### src/arc_div.sv
// ----------------------------------------------------------------------------
// arc_div
// Restoring divider, one quotient bit per cycle, for the target adaptation step.
// ----------------------------------------------------------------------------
`default_nettype none

module arc_div #(
  parameter int W = 7
) (
  input  logic         clk,
  input  logic         rst,
  input  logic         go,
  input  logic [W-1:0] num,
  input  logic [W-1:0] den,
  output logic         done,
  output logic [W-1:0] quo
);
  localparam int CW = $clog2(W + 1);

  logic         busy;
  logic         fin;
  logic [CW-1:0] cnt;
  logic [W-1:0] rem;
  logic [W-1:0] qa;
  logic [W:0]   trial;
  logic         ge;

  assign trial = {rem, qa[W-1]};
  assign ge    = trial >= {1'b0, den};
  assign done  = fin;
  assign quo   = qa;

  always_ff @(posedge clk) begin
    if (rst) begin
      busy <= 1'b0;
      fin  <= 1'b0;
    end else begin
      fin <= 1'b0;
      if (!busy && !fin && go) begin
        busy <= 1'b1;
        cnt  <= CW'(W);
      end else if (busy) begin
        cnt <= cnt - 1'b1;
        if (cnt == CW'(1)) begin
          busy <= 1'b0;
          fin  <= 1'b1;
        end
      end
    end
  end

  always_ff @(posedge clk) begin
    if (!busy && !fin && go) begin
      rem <= '0;
      qa  <= num;
    end else if (busy) begin
      rem <= ge ? W'(trial - {1'b0, den}) : trial[W-1:0];
      qa  <= {qa[W-2:0], ge};
    end
  end

endmodule

`default_nettype wire

### config.mk
export PLATFORM = sky130hd
export DESIGN_NAME = arc_div
export DESIGN_NICKNAME = d
export VERILOG_FILES = /design/src/arc_div.sv
export SDC_FILE = /design/constraint.sdc
export NUM_CORES = 1
export LEC_CHECK = 0
export BUFFER_PORTS_ARGS = -buffer_cell sky130_fd_sc_hd__buf_2
export CORE_MARGIN = 2
export CORE_UTILIZATION = 52
export DETAILED_ROUTE_END_ITERATION = 8
export GPL_TIMING_DRIVEN = 0
export PLACE_DENSITY_LB_ADDON = 0.2
export REMOVE_ABC_BUFFERS = 1
export SYNTH_ARGS = -nofsm -noshare
export SYNTH_HDL_FRONTEND = slang
export SYNTH_SLANG_ARGS = --single-unit
export TNS_END_PERCENT = 5
### constraint.sdc
create_clock -name clk -period 3 [get_ports clk]
set_clock_uncertainty 0.05 [all_clocks]
set_input_delay 0 -clock clk [delete_from_list [all_inputs] [get_ports clk]]
set_output_delay 0 -clock clk [all_outputs]
set_load 0.02 [all_outputs]
# Word-level counts from Yosys, hierarchy flattened

Index checks and enable logic that the tools add are counted.

Register bits: 19
Bits of input ports: 17
Output and inout port bits: 8
Word-level logic and storage cells: 26

Add/sub/neg operators: 2
$lt $le $gt $ge: 1
Equal/unequal tests: 1
Multiplexer cells: 8
Bitwise logic cells: 2
Reduce and logical (&&, ||, !) cells: 7

Operator list:

| operator                                         | count |
|---|---|
| two-way mux 7 bit                                | 3 |
| greater-or-equal comparator 8 x 7 -> 1 bit       | 1 |
| subtractor 7 bit                                 | 1 |
| two-way mux 1 bit                                | 4 |
| == test 3 x 1 -> 1 bit, second input constant    | 1 |
| two-way mux 3 bit                                | 1 |
| OR reduction 3 bit                               | 1 |
| subtractor 3 x 1 -> 3 bit, second input constant | 1 |
| logical AND 1 bit                                | 2 |
| zero test 1 bit                                  | 2 |
| NOT 1 bit                                        | 2 |
| AND reduction 2 bit                              | 1 |
| nonzero test 2 bit                               | 1 |

# Logic depth before layout (Yosys ltp)

Depth after elaboration: 5
Depth in mapped cells: 8
Gate-level depth less buffers: 8

# Worst setup path after synthesis

Ideal clock, no wire load.

Path kind: flip-flop to flip-flop
Start: register qa[6], in the netlist quo[6]
End: register rem[6]
Library setup time: 0.122 ns
Arrival: 2.055 ns
Required time: 2.828 ns
Setup slack: 0.773 ns
Cell stages (with the launch flop): 9
Path buffers: 0
Period minus slack after synthesis: 2.227 ns
Cell sequence: edfxtp_1 inv_1 ha_1 fa_1 nand2b_1 o2bb2ai_2 a31oi_2 nor2_1 a311o_1

Longest elaborated chain between the ends: 2
Elaborated cells between the ends (all ways): 3
Classes of those cells: add/sub (1); order compare (1); mux (1)

RTL lines:

| what                                                                           | RTL line | source |
|---|---|---|
| start, declared                                                                | 24       | `logic [W-1:0] qa;` |
| start signal, assigned                                                         | 55       | `qa <= num;` |
| start signal, assigned                                                         | 58       | `qa <= {qa[W-2:0], ge};` |
| subtractor 7 bit or greater-or-equal comparator 8 x 7 -> 1 bit (tied branches) | 57, 29   |  |
| two-way mux 7 bit *                                                            | 57       | `rem <= ge ? W'(trial - {1'b0, den}) : trial[W-1:0];` |
| end signal, assigned                                                           | 57       |  |
| end, declared                                                                  | 23       | `logic [W-1:0] rem;` |

Mark *: on every way between the ends. The rest lies on a longest branch, timed or not.
A chain may end at the register's enable or synchronous reset.

# Worst setup path after layout

Same ends and word-level chain as after synthesis.

==> results.ini <==
[power]
cell_internal_pwr_uw = 637
share_seq_of_total_power = 0.369
p_comb_frac = 0.515
leakagePower_uw = 0.000673
netSwitchingPower_uw = 453
ir_drop_mv = 0.424
power_frac_clock = 0.116
swShare = 0.415
power.density_cell_area_nw_per_um2 = 746

[clock_tree]
insertion_delay_ns = 0.29
cts.repair_timing.setup_buffer_count = 0
cts-root-to-sink-buffers = 2
clk_transition_reported_paths_ns = 0.11
cts_resized = 0
cts_made_buffers = 3
tritoncts = yes
clock_tree.root_cell = sky130_fd_sc_hd__clkbuf_4
cts-htree-levels = 1
numClockSinks = 19

[global_route]
grt_pass1_vias = 1010
grt_first_pass_wirelength_um = 4220
grt_max_degree = 14
overall_global_routing_usage = 0.207
grt_remaining_overflow = 0
initial_antenna_violation_count = 0

[final_layout]
layout_stage_area_growth_over_the_synthesis_result_pct = 18.8
final.fill_count = 185
antenna_cells = 0
post-route-util = 0.654
layout-drive-gt1-share = 0.200
finish.net_count = 198
stdcell_area_um2 = 1460

[routing]
drt_iter0_drc = 27
detail-route-antenna-nets = 0
final_wirelength_um = 2520
num_vias = 1069
post_drt_via_cell_ratio = 5.40
routedWlPerCell_um = 12.7
detailedRoute.firstPassIterationCount = 4
drc = 0

[critical_path]
worstPathRequired_ns = 3.13
timing.critical_path.from_type = flop
critPathTopFamily = compound AO/OA/AOI/OAI gates
worstSetupPathType = reg2reg
timing.critical_path.fanout_max = 5
critical_path_arrival_ns = 2.45
crit_chain = inv_1 > ha_1 > fa_1 > nand2b_1 > o2bb2ai_2 > a31oi_2 > nor2_1 > a311o_1
critPathSlowestCell = sky130_fd_sc_hd__fa_1
endpoint_kind = flop
cp_slowest_stage_delay_ns = 0.41
path_buf_inv = 1

[floorplan]
die_height_um = 52.6
floorplan.die.width_um = 52.6
floorplan.die_area_um2 = 2770
core.rowCount = 17
initial_core_utilization = 0.550
io_pins = 25
core_area_um2 = 2230

[placed_design]
place_congestion = 0.750
dpl.hpwl_um = 1820
dpl_worst_slack_ns = 0.723
post_dp_cell_area_um2 = 1350
io_buffers = 24

[timing]
number_of_max_slew_violations_in_the_final_report = 0
hold_ws_ns = 0.0273
final.setup.worst_slack_ns = 0.683
fin_setup_tns_ns = 0
final-setup-viol-count = 0
timing.max_slew.rel_slack = 0.523
final.min_clock_period_ns = 2.32
final_min_period_over_clock_period = 0.772
finalHoldViolCount = 0
clock.fmax_ghz = 0.432
grt_setup_unrepaired = no
worst-slew-pin-transition_ns = 0.715

[logic_synthesis]
sequential_fraction_of_the_synthesis_area = 0.391
synth_warnings = 0
syn_area_um2 = 1230
synth_cell_types = 40
postSynthAreaPerCell_um2 = 8.84
synth_largest_type_area_fraction = 0.244
yosys.area.top_type = sky130_fd_sc_hd__edfxtp_1
post_synthesis_sequential_element_count = 19
synthesized_netlist_cell_count = 139
yosys-top-cells-area = sky130_fd_sc_hd__edfxtp_1 (24%), sky130_fd_sc_hd__dfxtp_1 (15%), sky130_fd_sc_hd__nand2_1 (9.5%)

[flow_run]
drv.max_cap_violation_count = 0

[hold_path]
hold_path.class = in2reg

[status]
status = finished clean

metal layers:
layer	share of wire	vias to the layer above	GRT usage
li1	-	559	-
met1	0.45	476	0.244
met2	0.50	30	0.367
met3	0.037	4	0.0257
met4	0.011	0	0.103
met5	0	-	0
metrics by stage:
step	instances	power (µW)
2_1_floorplan	134	826
4_1_cts	198	1090
3_5_place_dp	186	951
5_1_grt	198	1180
3_3_place_gp	186	937
6_report	198	1090
repair_timing:
| item | 4_1_cts | 5_1_grt |
|---|---|---|
| hold buffers | 8 | 0 |
| endpoints found under the setup margin | 0 | 0 |
| hold endpoints to repair | 9 | 0 |
sequential cells by signal, indices dropped and copies added (netlist names):
name,count
quo,7
rem,7
cnt,3
busy,1
done,1
Yosys cell counts:
master,instances
sky130_fd_sc_hd__mux2i_1,1
sky130_fd_sc_hd__and3_1,1
sky130_fd_sc_hd__a31oi_2,1
sky130_fd_sc_hd__buf_6,1
sky130_fd_sc_hd__o221a_1,1
sky130_fd_sc_hd__buf_4,1
sky130_fd_sc_hd__a21oi_1,6
sky130_fd_sc_hd__nor2b_1,1
sky130_fd_sc_hd__nand2_1,31
sky130_fd_sc_hd__a311oi_1,1
sky130_fd_sc_hd__a2111o_1,1
sky130_fd_sc_hd__and2_1,1
sky130_fd_sc_hd__nor4b_1,3
sky130_fd_sc_hd__clkbuf_1,3
sky130_fd_sc_hd__dfxtp_1,9
sky130_fd_sc_hd__edfxtp_1,10
sky130_fd_sc_hd__a22oi_1,1
sky130_fd_sc_hd__or3_1,1
sky130_fd_sc_hd__a311o_1,1
sky130_fd_sc_hd__o211ai_2,1
sky130_fd_sc_hd__o31ai_1,1
sky130_fd_sc_hd__o21ai_2,1
sky130_fd_sc_hd__o311ai_1,3
sky130_fd_sc_hd__nor2_1,9
sky130_fd_sc_hd__o311ai_0,1
sky130_fd_sc_hd__inv_1,16
sky130_fd_sc_hd__nand2b_1,2
sky130_fd_sc_hd__o2bb2ai_2,1
sky130_fd_sc_hd__fa_1,1
sky130_fd_sc_hd__or2_2,1
sky130_fd_sc_hd__o211ai_1,2
sky130_fd_sc_hd__xor2_1,1
sky130_fd_sc_hd__nand4_1,4
sky130_fd_sc_hd__o21a_1,1
sky130_fd_sc_hd__o21ai_0,2
sky130_fd_sc_hd__ha_1,9
sky130_fd_sc_hd__nand3_1,3
sky130_fd_sc_hd__a31o_2,2
sky130_fd_sc_hd__xnor2_1,2
sky130_fd_sc_hd__a211o_1,1
final timing paths:
| check | start | to | slack [ns] | cells past startpoint |
|---|---|---|---|---|
| min | den[0] | rem[0]$_SDFFE_PP0P_ | 0.03 | 3 |
| max reg2reg | quo[6]$_DFFE_PN_ | rem[6]$_SDFFE_PP0P_ | 0.68 | 8 |
| max | quo[6]$_DFFE_PN_ | rem[6]$_SDFFE_PP0P_ | 0.68 | 8 |
| min reg2reg | rem[2]$_SDFFE_PP0P_ | rem[2]$_SDFFE_PP0P_ | 0.46 | 2 |
worst register-to-register path: cells and delay by family (launching register included):
family,cells,cell delay (ns)
AND/OR/NAND/NOR,2,0.34
AO/OA/AOI/OAI,3,0.77
adder cells (fa/ha/maj),2,0.61
buffers and inverters,1,0.05
flip-flops,1,0.39
power groups by stage:
stage               clock (µW)  sequential (µW)  combinational, µW
finish                     126              402                562
global route               139              411                630
CTS                        130              400                559
detailed placement           0              404                547
global placement             0              404                532
floorplan                    0              416                411
logic make-up (layout without fill, tap and decap cells):
logic type,after synthesis,count (layout),synth area share
XOR/XNOR,3,3,0.0214
AND/OR/NAND/NOR,57,57,0.212
buffers and inverters,21,52,0.0733
AO/OA/AOI/OAI,28,28,0.186
flip-flops,19,19,0.391
multiplexers,1,1,0.00815
adder cells (fa/ha/maj),10,10,0.108
cells in the final DEF, fill, tap and decap left out, drive strengths merged, types with 2 or more instances in the layout:
cell type,count
o211ai,3
nand4,4
ha,9
buf,24
o311ai,4
dfxtp,9
o21ai,3
a21oi,6
inv,16
nor4b,3
dlygate4sd3,8
nor2,9
nand3,3
clkbuf,4
nand2b,2
edfxtp,10
xnor2,2
a31o,2
nand2,31
layout make-up:
cell class	count	area [µm²]	area share
Clock buffer	4	26.3	0.0180
Tap cell	28	35.0	0.0240
Timing Repair Buffer	32	200	0.137
Sequential cell	19	480	0.329
Multi-Input combinational cell	99	658	0.451
Inverter	16	60.1	0.0411
Power figures use the tool's default switching activity.
